`src/sv/frem_pkg.sv`:
```
// Shared types and constants of the frame rate moving-average monitor.
package frem_pkg;

  // Event kinds carried on the input tuser.
  typedef enum logic [1:0] {
    KIND_FRAME   = 2'd0,
    KIND_PAUSE   = 2'd1,
    KIND_MEASURE = 2'd2,
    KIND_CLEAR   = 2'd3
  } kind_e;

  // Configuration register indexes.
  localparam int unsigned CFG_IDX_W = 4;
  localparam logic [CFG_IDX_W-1:0] REG_SLOW_THR      = 4'd0;
  localparam logic [CFG_IDX_W-1:0] REG_REPORT_PERIOD = 4'd1;
  localparam int unsigned CFG_DATA_W = 16;

  // Register reset values.
  localparam logic [15:0] SLOW_THR_RST      = 16'd100;
  localparam logic [7:0]  REPORT_PERIOD_RST = 8'd30;

  // Smoothing coefficients in 1/65536 units: 0.95 and 0.05.
  localparam logic [15:0] KEEP_COEF  = 16'd62259;
  localparam logic [11:0] NEW_COEF   = 12'd3277;
  localparam int unsigned COEF_SHIFT = 16;

  // Milliseconds per second, numerator of the fps division.
  localparam logic [9:0]  MS_PER_S   = 10'd1000;
  localparam int unsigned MS_W       = 10;

  localparam int unsigned AVG_W = 32;
  localparam int unsigned FPS_W = 16;
  localparam logic [FPS_W-1:0] FPS_SAT = 16'hFFFF;

  // Commands from the controller to the datapath.
  typedef struct packed {
    logic accept;     // latch the event and update the counters
    logic mul;        // form both coefficient products
    logic sum;        // add the products into the average
    logic div_start;  // start the fps division
    logic fin;        // take the quotient, update fps extremes
    logic load_out;   // load the result register
  } cmd_t;

  // Status from the datapath to the controller.
  typedef struct packed {
    logic upd_req;    // offered event is a frame end with nonzero time
    logic div_done;   // division finished this cycle
  } status_t;

endpackage

```
`src/sv/frame_rate_ema_monitor.sv`:
```
// Top level of the frame rate monitor with a moving-average frame time.
//
//  Channel   Direction  Sideband       Payload
//  s_axis    in         tuser: kind    tdata: elapsed_ms
//  m_axis    out        tuser: due     tdata: fps, average, extremes and counters
//  cfg       in         write only     index 0 slow threshold, index 1 report period
//
// A frame end with a nonzero time passes through the multiply, sum, start, division and
// finish states before its result is offered; the serial divider retires one quotient bit
// per cycle over FRAC_BITS + 10 numerator bits. Every other event goes straight to output.
// One event is in work at a time; the next is taken once the current result has been
// loaded into the output register, so a stalled output costs at most that register.
// Reset is asynchronous and active low; it clears all statistics and restores the
// register defaults (threshold 100 ms, period 30 frames).
module frame_rate_ema_monitor #(
  parameter int unsigned COUNT_BITS = 32,
  parameter int unsigned FRAC_BITS  = 16
) (
  input  logic                              clk_i,
  input  logic                              rst_ni,
  // Event input.
  input  logic                              s_axis_tvalid,
  output logic                              s_axis_tready,
  input  logic [15:0]                       s_axis_tdata,   // [15:0] elapsed_ms
  input  logic [1:0]                        s_axis_tuser,   // [1:0] kind
  // Statistics output.
  output logic                              m_axis_tvalid,
  input  logic                              m_axis_tready,
  // [15:0] fps_whole, [47:16] avg_frame_time, [63:48] max_fps, [79:64] min_fps,
  // [111:80] slow_frames, [143:112] frame_total, [175:144] sample_total,
  // [207:176] report_total, [239:208] pause_total, [271:240] measurement_total
  output logic [271:0]                      m_axis_tdata,
  output logic                              m_axis_tuser,   // [0] report_due
  // Configuration writes.
  input  logic                              cfg_we_i,
  input  logic [frem_pkg::CFG_IDX_W-1:0]    cfg_idx_i,
  input  logic [frem_pkg::CFG_DATA_W-1:0]   cfg_wdata_i
);
  import frem_pkg::*;

  cmd_t        cmd;
  status_t     status;
  logic [15:0] fps_whole;
  logic [31:0] avg_frame_time;
  logic [15:0] max_fps;
  logic [15:0] min_fps;
  logic [31:0] slow_frames;
  logic        report_due;
  logic [31:0] frame_total;
  logic [31:0] sample_total;
  logic [31:0] report_total;
  logic [31:0] pause_total;
  logic [31:0] measurement_total;

  frem_ctrl u_ctrl (
    .clk_i       (clk_i),
    .rst_ni      (rst_ni),
    .in_valid_i  (s_axis_tvalid),
    .in_ready_o  (s_axis_tready),
    .out_valid_o (m_axis_tvalid),
    .out_ready_i (m_axis_tready),
    .status_i    (status),
    .cmd_o       (cmd)
  );

  frem_datapath #(
    .COUNT_BITS (COUNT_BITS),
    .FRAC_BITS  (FRAC_BITS)
  ) u_datapath (
    .clk_i               (clk_i),
    .rst_ni              (rst_ni),
    .cmd_i               (cmd),
    .status_o            (status),
    .kind_i              (s_axis_tuser),
    .elapsed_i           (s_axis_tdata),
    .cfg_we_i            (cfg_we_i),
    .cfg_idx_i           (cfg_idx_i),
    .cfg_wdata_i         (cfg_wdata_i),
    .fps_whole_o         (fps_whole),
    .avg_frame_time_o    (avg_frame_time),
    .max_fps_o           (max_fps),
    .min_fps_o           (min_fps),
    .slow_frames_o       (slow_frames),
    .report_due_o        (report_due),
    .frame_total_o       (frame_total),
    .sample_total_o      (sample_total),
    .report_total_o      (report_total),
    .pause_total_o       (pause_total),
    .measurement_total_o (measurement_total)
  );

  // Fields packed from the lowest bit up, in the order of the port comment.
  assign m_axis_tdata = {measurement_total, pause_total, report_total, sample_total,
                         frame_total, slow_frames, min_fps, max_fps, avg_frame_time,
                         fps_whole};
  assign m_axis_tuser = report_due;

endmodule

```
`src/sv/frem_div.sv`:
```
// Restoring divider of a constant numerator by the smoothed frame time, one bit per cycle.
module frem_div #(
  parameter int unsigned NUM_W = 26
) (
  input  logic                          clk_i,
  input  logic                          rst_ni,
  input  logic                          start_i,
  input  logic [frem_pkg::AVG_W-1:0]    divisor_i,
  input  logic [NUM_W-1:0]              numer_i,
  output logic                          done_o,
  output logic [NUM_W-1:0]              quot_o
);
  import frem_pkg::*;

  localparam int unsigned STEP_W = (NUM_W > 1) ? $clog2(NUM_W) : 1;

  logic                busy_q;
  logic                done_q;
  logic [STEP_W-1:0]   step_q;
  logic [AVG_W-1:0]    div_q;
  logic [AVG_W-1:0]    rem_q;
  logic [NUM_W-1:0]    shf_q;
  logic [AVG_W:0]      rem_sh;
  logic                ge;

  assign rem_sh = {rem_q, shf_q[NUM_W-1]};
  assign ge     = rem_sh >= {1'b0, div_q};

  always_ff @(posedge clk_i or negedge rst_ni) begin
    if (!rst_ni) begin
      busy_q <= 1'b0;
      done_q <= 1'b0;
      step_q <= '0;
    end else begin
      done_q <= 1'b0;
      if (start_i) begin
        busy_q <= 1'b1;
        step_q <= STEP_W'(NUM_W - 1);
      end else if (busy_q) begin
        if (step_q == '0) begin
          busy_q <= 1'b0;
          done_q <= 1'b1;
        end else begin
          step_q <= step_q - STEP_W'(1);
        end
      end
    end
  end

  // The numerator shifts out of the top while quotient bits enter at the bottom.
  always_ff @(posedge clk_i) begin
    if (start_i) begin
      div_q <= divisor_i;
      rem_q <= '0;
      shf_q <= numer_i;
    end else if (busy_q) begin
      rem_q <= ge ? AVG_W'(rem_sh - {1'b0, div_q}) : AVG_W'(rem_sh);
      shf_q <= {shf_q[NUM_W-2:0], ge};
    end
  end

  assign done_o = done_q;
  assign quot_o = shf_q;

endmodule

```
`src/sv/frem_datapath.sv`:
```
// Datapath of the monitor: statistics registers, smoothing products, divider and result register.
module frem_datapath #(
  parameter int unsigned COUNT_BITS = 32,
  parameter int unsigned FRAC_BITS  = 16
) (
  input  logic                              clk_i,
  input  logic                              rst_ni,
  input  frem_pkg::cmd_t                    cmd_i,
  output frem_pkg::status_t                 status_o,
  input  logic [1:0]                        kind_i,
  input  logic [15:0]                       elapsed_i,
  input  logic                              cfg_we_i,
  input  logic [frem_pkg::CFG_IDX_W-1:0]    cfg_idx_i,
  input  logic [frem_pkg::CFG_DATA_W-1:0]   cfg_wdata_i,
  output logic [15:0]                       fps_whole_o,
  output logic [31:0]                       avg_frame_time_o,
  output logic [15:0]                       max_fps_o,
  output logic [15:0]                       min_fps_o,
  output logic [31:0]                       slow_frames_o,
  output logic                              report_due_o,
  output logic [31:0]                       frame_total_o,
  output logic [31:0]                       sample_total_o,
  output logic [31:0]                       report_total_o,
  output logic [31:0]                       pause_total_o,
  output logic [31:0]                       measurement_total_o
);
  import frem_pkg::*;

  localparam int unsigned KEEP_P_W = AVG_W + 16;
  localparam int unsigned NEW_P_W  = 16 + 12;
  localparam int unsigned NEW_SH_W = NEW_P_W + FRAC_BITS;
  localparam int unsigned NEW_T_W  = NEW_SH_W - COEF_SHIFT;
  localparam int unsigned SUM_W    = ((NEW_T_W > AVG_W) ? NEW_T_W : AVG_W) + 1;
  localparam int unsigned NUM_W    = MS_W + FRAC_BITS;
  localparam logic [NUM_W-1:0] NUMER = NUM_W'(MS_PER_S) << FRAC_BITS;

  kind_e                 kind;
  logic [15:0]           slow_thr_q;
  logic [7:0]            period_q;
  logic [15:0]           elapsed_q;
  logic [AVG_W-1:0]      avg_q;
  logic [FPS_W-1:0]      fps_q;
  logic [FPS_W-1:0]      max_q;
  logic [FPS_W-1:0]      min_q;
  logic [COUNT_BITS-1:0] frame_cnt_q;
  logic [COUNT_BITS-1:0] sample_cnt_q;
  logic [COUNT_BITS-1:0] slow_cnt_q;
  logic [COUNT_BITS-1:0] report_cnt_q;
  logic [COUNT_BITS-1:0] pause_cnt_q;
  logic [COUNT_BITS-1:0] measure_cnt_q;
  logic [7:0]            phase_q;
  logic                  due_q;
  logic [7:0]            phase_d;
  logic                  period_done;
  logic                  nonzero;
  logic [KEEP_P_W-1:0]   keep_p_q;
  logic [NEW_P_W-1:0]    new_p_q;
  logic [NEW_SH_W-1:0]   new_sh;
  logic [SUM_W-1:0]      sum;
  logic                  div_done;
  logic [NUM_W-1:0]      quot;
  logic [FPS_W-1:0]      fps_d;

  assign kind        = kind_e'(kind_i);
  assign nonzero     = elapsed_i != 16'd0;
  assign phase_d     = phase_q + 8'd1;
  assign period_done = phase_d >= period_q;

  assign status_o.upd_req  = (kind == KIND_FRAME) && nonzero;
  assign status_o.div_done = div_done;

  always_ff @(posedge clk_i or negedge rst_ni) begin
    if (!rst_ni) begin
      slow_thr_q <= SLOW_THR_RST;
      period_q   <= REPORT_PERIOD_RST;
    end else if (cfg_we_i) begin
      if (cfg_idx_i == REG_SLOW_THR) begin
        slow_thr_q <= cfg_wdata_i[15:0];
      end else if (cfg_idx_i == REG_REPORT_PERIOD) begin
        period_q <= cfg_wdata_i[7:0];
      end
    end
  end

  // Event counters, all updated in the cycle the event is taken.
  always_ff @(posedge clk_i or negedge rst_ni) begin
    if (!rst_ni) begin
      frame_cnt_q   <= '0;
      sample_cnt_q  <= '0;
      slow_cnt_q    <= '0;
      report_cnt_q  <= '0;
      pause_cnt_q   <= '0;
      measure_cnt_q <= '0;
      phase_q       <= '0;
      due_q         <= 1'b0;
    end else if (cmd_i.accept) begin
      due_q <= 1'b0;
      unique case (kind)
        KIND_FRAME: begin
          frame_cnt_q  <= frame_cnt_q + COUNT_BITS'(1);
          sample_cnt_q <= sample_cnt_q + COUNT_BITS'(1);
          phase_q      <= period_done ? 8'd0 : phase_d;
          due_q        <= period_done && nonzero;
          if (nonzero && (elapsed_i > slow_thr_q)) begin
            slow_cnt_q <= slow_cnt_q + COUNT_BITS'(1);
          end
          if (nonzero && period_done) begin
            report_cnt_q <= report_cnt_q + COUNT_BITS'(1);
          end
        end
        KIND_PAUSE: begin
          pause_cnt_q <= pause_cnt_q + COUNT_BITS'(1);
        end
        KIND_MEASURE: begin
          measure_cnt_q <= measure_cnt_q + COUNT_BITS'(1);
        end
        KIND_CLEAR: begin
          sample_cnt_q  <= '0;
          slow_cnt_q    <= '0;
          report_cnt_q  <= '0;
          pause_cnt_q   <= '0;
          measure_cnt_q <= '0;
        end
        default: begin
        end
      endcase
    end
  end

  always_ff @(posedge clk_i) begin
    if (cmd_i.accept) begin
      elapsed_q <= elapsed_i;
    end
    if (cmd_i.mul) begin
      keep_p_q <= KEEP_P_W'(avg_q) * KEEP_P_W'(KEEP_COEF);
      new_p_q  <= NEW_P_W'(elapsed_q) * NEW_P_W'(NEW_COEF);
    end
  end

  // The new sample enters at FRAC_BITS fraction bits before the coefficient scaling.
  assign new_sh = {new_p_q, {FRAC_BITS{1'b0}}};
  assign sum    = SUM_W'(keep_p_q[KEEP_P_W-1:COEF_SHIFT])
                + SUM_W'(new_sh[NEW_SH_W-1:COEF_SHIFT]);

  frem_div #(
    .NUM_W (NUM_W)
  ) u_div (
    .clk_i     (clk_i),
    .rst_ni    (rst_ni),
    .start_i   (cmd_i.div_start),
    .divisor_i (avg_q),
    .numer_i   (NUMER),
    .done_o    (div_done),
    .quot_o    (quot)
  );

  always_comb begin
    if (avg_q == '0) begin
      fps_d = FPS_SAT;
    end else if (|quot[NUM_W-1:FPS_W]) begin
      fps_d = FPS_SAT;
    end else begin
      fps_d = quot[FPS_W-1:0];
    end
  end

  always_ff @(posedge clk_i or negedge rst_ni) begin
    if (!rst_ni) begin
      avg_q <= '0;
      fps_q <= '0;
      max_q <= '0;
      min_q <= '0;
    end else begin
      if (cmd_i.sum) begin
        avg_q <= (|sum[SUM_W-1:AVG_W]) ? {AVG_W{1'b1}} : sum[AVG_W-1:0];
      end
      if (cmd_i.fin) begin
        fps_q <= fps_d;
        if (fps_d > max_q) begin
          max_q <= fps_d;
        end
        if ((min_q == '0) || (fps_d < min_q)) begin
          min_q <= fps_d;
        end
      end else if (cmd_i.accept && (kind == KIND_CLEAR)) begin
        max_q <= '0;
        min_q <= '0;
      end
    end
  end

  // Result register: a snapshot of the statistics once the event is done.
  always_ff @(posedge clk_i) begin
    if (cmd_i.load_out) begin
      fps_whole_o         <= fps_q;
      avg_frame_time_o    <= avg_q;
      max_fps_o           <= max_q;
      min_fps_o           <= min_q;
      slow_frames_o       <= 32'(slow_cnt_q);
      report_due_o        <= due_q;
      frame_total_o       <= 32'(frame_cnt_q);
      sample_total_o      <= 32'(sample_cnt_q);
      report_total_o      <= 32'(report_cnt_q);
      pause_total_o       <= 32'(pause_cnt_q);
      measurement_total_o <= 32'(measure_cnt_q);
    end
  end

`ifndef SYNTHESIS
  a_min_not_above_max: assert property (@(posedge clk_i) disable iff (!rst_ni)
    (min_q != '0) |-> (min_q <= max_q))
    else $error("minimum fps above maximum fps");

  a_zero_avg_saturates: assert property (@(posedge clk_i) disable iff (!rst_ni)
    (cmd_i.fin && (avg_q == '0)) |=> (fps_q == FPS_SAT))
    else $error("zero average did not saturate fps");

  a_due_only_on_frame: assert property (@(posedge clk_i) disable iff (!rst_ni)
    (cmd_i.accept && (kind != KIND_FRAME)) |=> !due_q)
    else $error("report flag raised by a non-frame event");
`endif

endmodule

```
`src/sv/frem_ctrl.sv`:
```
// Controller state machine sequencing event intake, averaging, division and result hand-off.
module frem_ctrl (
  input  logic               clk_i,
  input  logic               rst_ni,
  input  logic               in_valid_i,
  output logic               in_ready_o,
  output logic               out_valid_o,
  input  logic               out_ready_i,
  input  frem_pkg::status_t  status_i,
  output frem_pkg::cmd_t     cmd_o
);
  import frem_pkg::*;

  typedef enum logic [2:0] {
    ST_IDLE,
    ST_MUL,
    ST_SUM,
    ST_START,
    ST_DIV,
    ST_FIN,
    ST_OUT
  } state_e;

  state_e state_q;
  logic   out_valid_q;
  logic   out_free;

  assign out_free = !out_valid_q || out_ready_i;

  always_comb begin
    cmd_o           = '0;
    cmd_o.accept    = (state_q == ST_IDLE) && in_valid_i;
    cmd_o.mul       = state_q == ST_MUL;
    cmd_o.sum       = state_q == ST_SUM;
    cmd_o.div_start = state_q == ST_START;
    cmd_o.fin       = state_q == ST_FIN;
    cmd_o.load_out  = (state_q == ST_OUT) && out_free;
  end

  always_ff @(posedge clk_i or negedge rst_ni) begin
    if (!rst_ni) begin
      state_q     <= ST_IDLE;
      out_valid_q <= 1'b0;
    end else begin
      // A new result takes precedence over the transfer of the old one.
      if (cmd_o.load_out) begin
        out_valid_q <= 1'b1;
      end else if (out_ready_i) begin
        out_valid_q <= 1'b0;
      end
      unique case (state_q)
        ST_IDLE: begin
          if (in_valid_i) begin
            state_q <= status_i.upd_req ? ST_MUL : ST_OUT;
          end
        end
        ST_MUL:   state_q <= ST_SUM;
        ST_SUM:   state_q <= ST_START;
        ST_START: state_q <= ST_DIV;
        ST_DIV: begin
          if (status_i.div_done) begin
            state_q <= ST_FIN;
          end
        end
        ST_FIN:   state_q <= ST_OUT;
        ST_OUT: begin
          if (out_free) begin
            state_q <= ST_IDLE;
          end
        end
        default:  state_q <= ST_IDLE;
      endcase
    end
  end

  assign in_ready_o  = state_q == ST_IDLE;
  assign out_valid_o = out_valid_q;

`ifndef SYNTHESIS
  a_no_overwrite: assert property (@(posedge clk_i) disable iff (!rst_ni)
    cmd_o.load_out |-> (!out_valid_q || out_ready_i))
    else $error("result register loaded while a result is still pending");

  a_done_in_div: assert property (@(posedge clk_i) disable iff (!rst_ni)
    status_i.div_done |-> (state_q == ST_DIV))
    else $error("divider finished outside the division state");

  a_update_path: assert property (@(posedge clk_i) disable iff (!rst_ni)
    (cmd_o.accept && status_i.upd_req) |=> (state_q == ST_MUL))
    else $error("frame end with nonzero time skipped the average update");
`endif

endmodule
```
`config.mk`:
```
export PLATFORM = sky130hd
export DESIGN_NAME = frame_rate_ema_monitor
export DESIGN_NICKNAME = d
export VERILOG_FILES = /design/src/sv/frem_pkg.sv /design/src/sv/frame_rate_ema_monitor.sv /design/src/sv/frem_div.sv /design/src/sv/frem_datapath.sv /design/src/sv/frem_ctrl.sv
export SDC_FILE = /design/constraint.sdc
export NUM_CORES = 2
export LEC_CHECK = 0
export BUFFER_PORTS_ARGS = -buffer_cell sky130_fd_sc_hd__buf_2
export CAP_MARGIN = 20
export CELL_PAD_IN_SITES_DETAIL_PLACEMENT = 0
export CELL_PAD_IN_SITES_GLOBAL_PLACEMENT = 2
export CORE_ASPECT_RATIO = 0.5
export CORE_UTILIZATION = 42
export CTS_CLUSTER_DIAMETER = 60
export DETAILED_ROUTE_END_ITERATION = 8
export PLACE_DENSITY_LB_ADDON = 0.05
export SLEW_MARGIN = 20
export SYNTH_ARGS = -nofsm -noshare
export SYNTH_HDL_FRONTEND = slang
export SYNTH_SLANG_ARGS = --single-unit
```
`constraint.sdc`:
```
create_clock -name clk_i -period 19.5 [get_ports clk_i]
set_input_delay 2.925 -clock clk_i [delete_from_list [all_inputs] [get_ports clk_i]]
set_output_delay 2.925 -clock clk_i [all_outputs]
set_load 0.02 [all_outputs]
```
==> impl_metrics.toml <==
[die]
coreArea_um2 = 106000
fp.dieH_um = 234
start_util_pct = 42.7
row_count = 84
pin_count = 318
dieArea_um2 = 109000
dieWidth_um = 467

[placed_design]
hpwlAfterDp_um = 80000
dpl_cell_area_um2 = 48600
place_congestion = 0.861
numPortBuffers = 317

[setup_path]
crit_type = "reg2reg"
endpoint_kind = "register"
critPathLaunch = "u_datapath.avg_q[7]"
reg2reg_from = "u_datapath.avg_q[7]"
worstPathRequired_ps = 19890
crit_arrival_ps = 7740
cp-start-kind = "register"
cp_max_fo = 8

[route]
drt_iter0_drc = 1484
drtAntennaViolNets = 0
dr_total_vias = 29400
drc = 0
drtPass1Iterations = 5
wl_per_cell_um = 18.3
wirelength_um = 107000
routed_via_density = 5.05

[timing]
fin_tns_setup_ps = 0
fmax_mhz = 136
min_period_ps = 7350
setup_viol = 0
slew-limit-headroom_pct = 31.1
skew_ps = 26.8
worst-slew-pin-transition_ps = 1030
rsz0062_at_grt = "false"
maxSlewViolCount = 0
finalCritPeriodShare_pct = 37.7
final-hold-violation-count = 0

[global_routing]
globalRoute.totalOverflow = 0
grt_max_degree = 148
antenna_found_initial = 3
grt_pass1_vias = 29900
grt_util_all_layers_pct = 20.0
grt_pass1_wl_um = 170000

[cells_and_area]
layout-drive-gt1-share_pct = 11.9
n_fill_cell = 9805
multiInputGateArea_um2 = 22400
nNetsFinal = 5109
area_delta_synth_final_pct = 13.1
final_area_um2 = 51200
ff_latch_area_um2 = 20500

[cts]
clock_path_buffers = 3
clkTransAtPathRegs_ps = 60
insertion_delay_ps = 670
cts_setup_buffers = 0
htreeDepth = 3
cts_tree = "done"
cts_root_buf = "clkbuf_16"
cts_buffers = 76
cts-resized-gates = 0
cts_sinks = 755
cts_hold_buffers = 0

[run]
drv_cap = 0

[yosys]
synth_seq_cells = 755
syn_area_per_cell_um2 = 11.3
synth_flop_cell = "edfxtp_1"
synth_compound_area_share_pct = 8.51
synth_area_um2 = 45300
synth_seq_area_share_pct = 45.3
synth_top_area_share_pct = 25.2
synth-xor-area-share_pct = 4.56
synth_area_leaders = "edfxtp_1 25%, dfrtp_1 17%, fa_1 13%"
yosys.area_share.simple_pct = 9.96
yosysMostFrequentCell = "inv_1"
synth_top_family_by_area = "adder cells"
yosys.area_share.adder_pct = 24.8
ys_top_cells_by_count = "566 x inv_1, 438 x ha_1, 381 x edfxtp_1, 309 x dfrtp_1, 287 x fa_1"
synth_nets = 4770
synth_edf_count = 381
synth_warnings = 0
synth_cells = 4002
synthMuxAreaShare_pct = 1.50
async_flop_share_pct = 41.9
synth.largest_area_cell = "edfxtp_1"
synthDistinctLibCells = 91

[outcome]
status = "finished, final reports clean"

[worst_hold_path]
min_path_type = "reg2reg"
min-delay-start = "u_datapath.fps_q[0]"
layout by cell type, fill, tap and decap left out, types with 77 or more instances in the layout:
master | Yosys | routed
buf_2 | 7 | 316
inv_1 | 566 | 566
dfrtp_1 | 309 | 308
a21oi_1 | 176 | 174
nor2_1 | 260 | 259
edfxtp_1 | 381 | 381
nand2_1 | 237 | 237
o21ai_0 | 230 | 230
nand3_1 | 91 | 91
xor2_1 | 114 | 114
xnor2_1 | 122 | 122
fa_1 | 287 | 287
ha_1 | 438 | 438
a21o_1 | 77 | 77
clkbuf_16 | 0 | 78
worst paths after layout:
| kind | end | slack (ps) | cells after the start |
|---|---|---|---|
| max in group asynchronous | u_datapath.slow_cnt_q[22] | 13800 | 5 |
| worst max register to register | u_datapath.keep_p_q[46] | 12150 | 22 |
| worst min register to register | u_datapath.fps_whole_o[0] | 450 | 0 |
| worst min-delay path | u_datapath.fps_whole_o[0] | 450 | 0 |
| min in group asynchronous | u_datapath.fps_q[14] | 2170 | 1 |
| worst max-delay path | u_datapath.keep_p_q[46] | 12150 | 22 |
state kept, by name, indices dropped and copies added, names as in the netlist, 26 cells and up:
register                        cells
u_datapath.u_div.div_q             32
u_datapath.report_cnt_q            32
u_datapath.u_div.rem_q             32
u_datapath.slow_cnt_q              32
u_datapath.frame_cnt_q             32
u_datapath.measurement_total_o     32
u_datapath.frame_total_o           32
u_datapath.u_div.quot_o            26
u_datapath.avg_q                   32
u_datapath.new_p_q                 28
u_datapath.avg_frame_time_o        32
u_datapath.pause_cnt_q             32
u_datapath.report_total_o          32
u_datapath.slow_frames_o           32
u_datapath.keep_p_q                32
u_datapath.pause_total_o           32
u_datapath.sample_total_o          32
u_datapath.measure_cnt_q           32
u_datapath.sample_cnt_q            32
stage by stage:
| step | hold WS [ps] | instances | setup slack, ps | utilization (%) |
|---|---|---|---|---|
| finish | 449 | 5824 | 12150 | 48.3 |
| detailed placement | 435 | 5680 | 12140 | 45.8 |
| floorplan | 423 | 4002 | 3550 | - |
| global route | 457 | 5823 | 11700 | 48.3 |
| CTS | 451 | 5820 | 12100 | 48.3 |
| global placement | 433 | 5680 | 12190 | 45.8 |
critical path: stages, from the launching register on:
cell and delay (ps):
dfrtp_1 600, inv_1 240, fa_1 530, inv_1 60
fa_1 520, inv_1 60, fa_1 530, fa_1 520
fa_1 520, fa_1 550, inv_1 40, ha_1 340
a21o_1 190, a21o_1 190, a211oi_1 210, a21oi_1 180
a21o_1 290, o211ai_2 240, a21oi_1 190, a311oi_2 390
a21oi_1 130, or2_1 250, o311a_1 290
routing by layer:
layer	share of wire, %	GRT usage [%]
met4	1.6	4.05
met1	48	28.2
met2	46	31.8
met3	4.6	4.32
met5	0	0
cell type report:
class	instances	share of cell area, %
Multi-Input combinational cell	2597	43.7
Sequential cell	755	40.0
Inverter	569	4.17
Clock buffer	92	4.03
Timing Repair Buffer	342	3.55
Tap cell	1419	3.46
Clock inverter	48	1.04
Antenna cell	2	0.00977
kinds of logic after synthesis:
group | count (synthesis)
buf+inv | 650
fa+ha+maj | 725
mux | 66
flops | 755
compound gates | 640
simple gates | 930
xor+xnor | 236
Power is not shown: default switching activity piles up to over one toggle a cycle in this logic, so the estimate is an artifact.
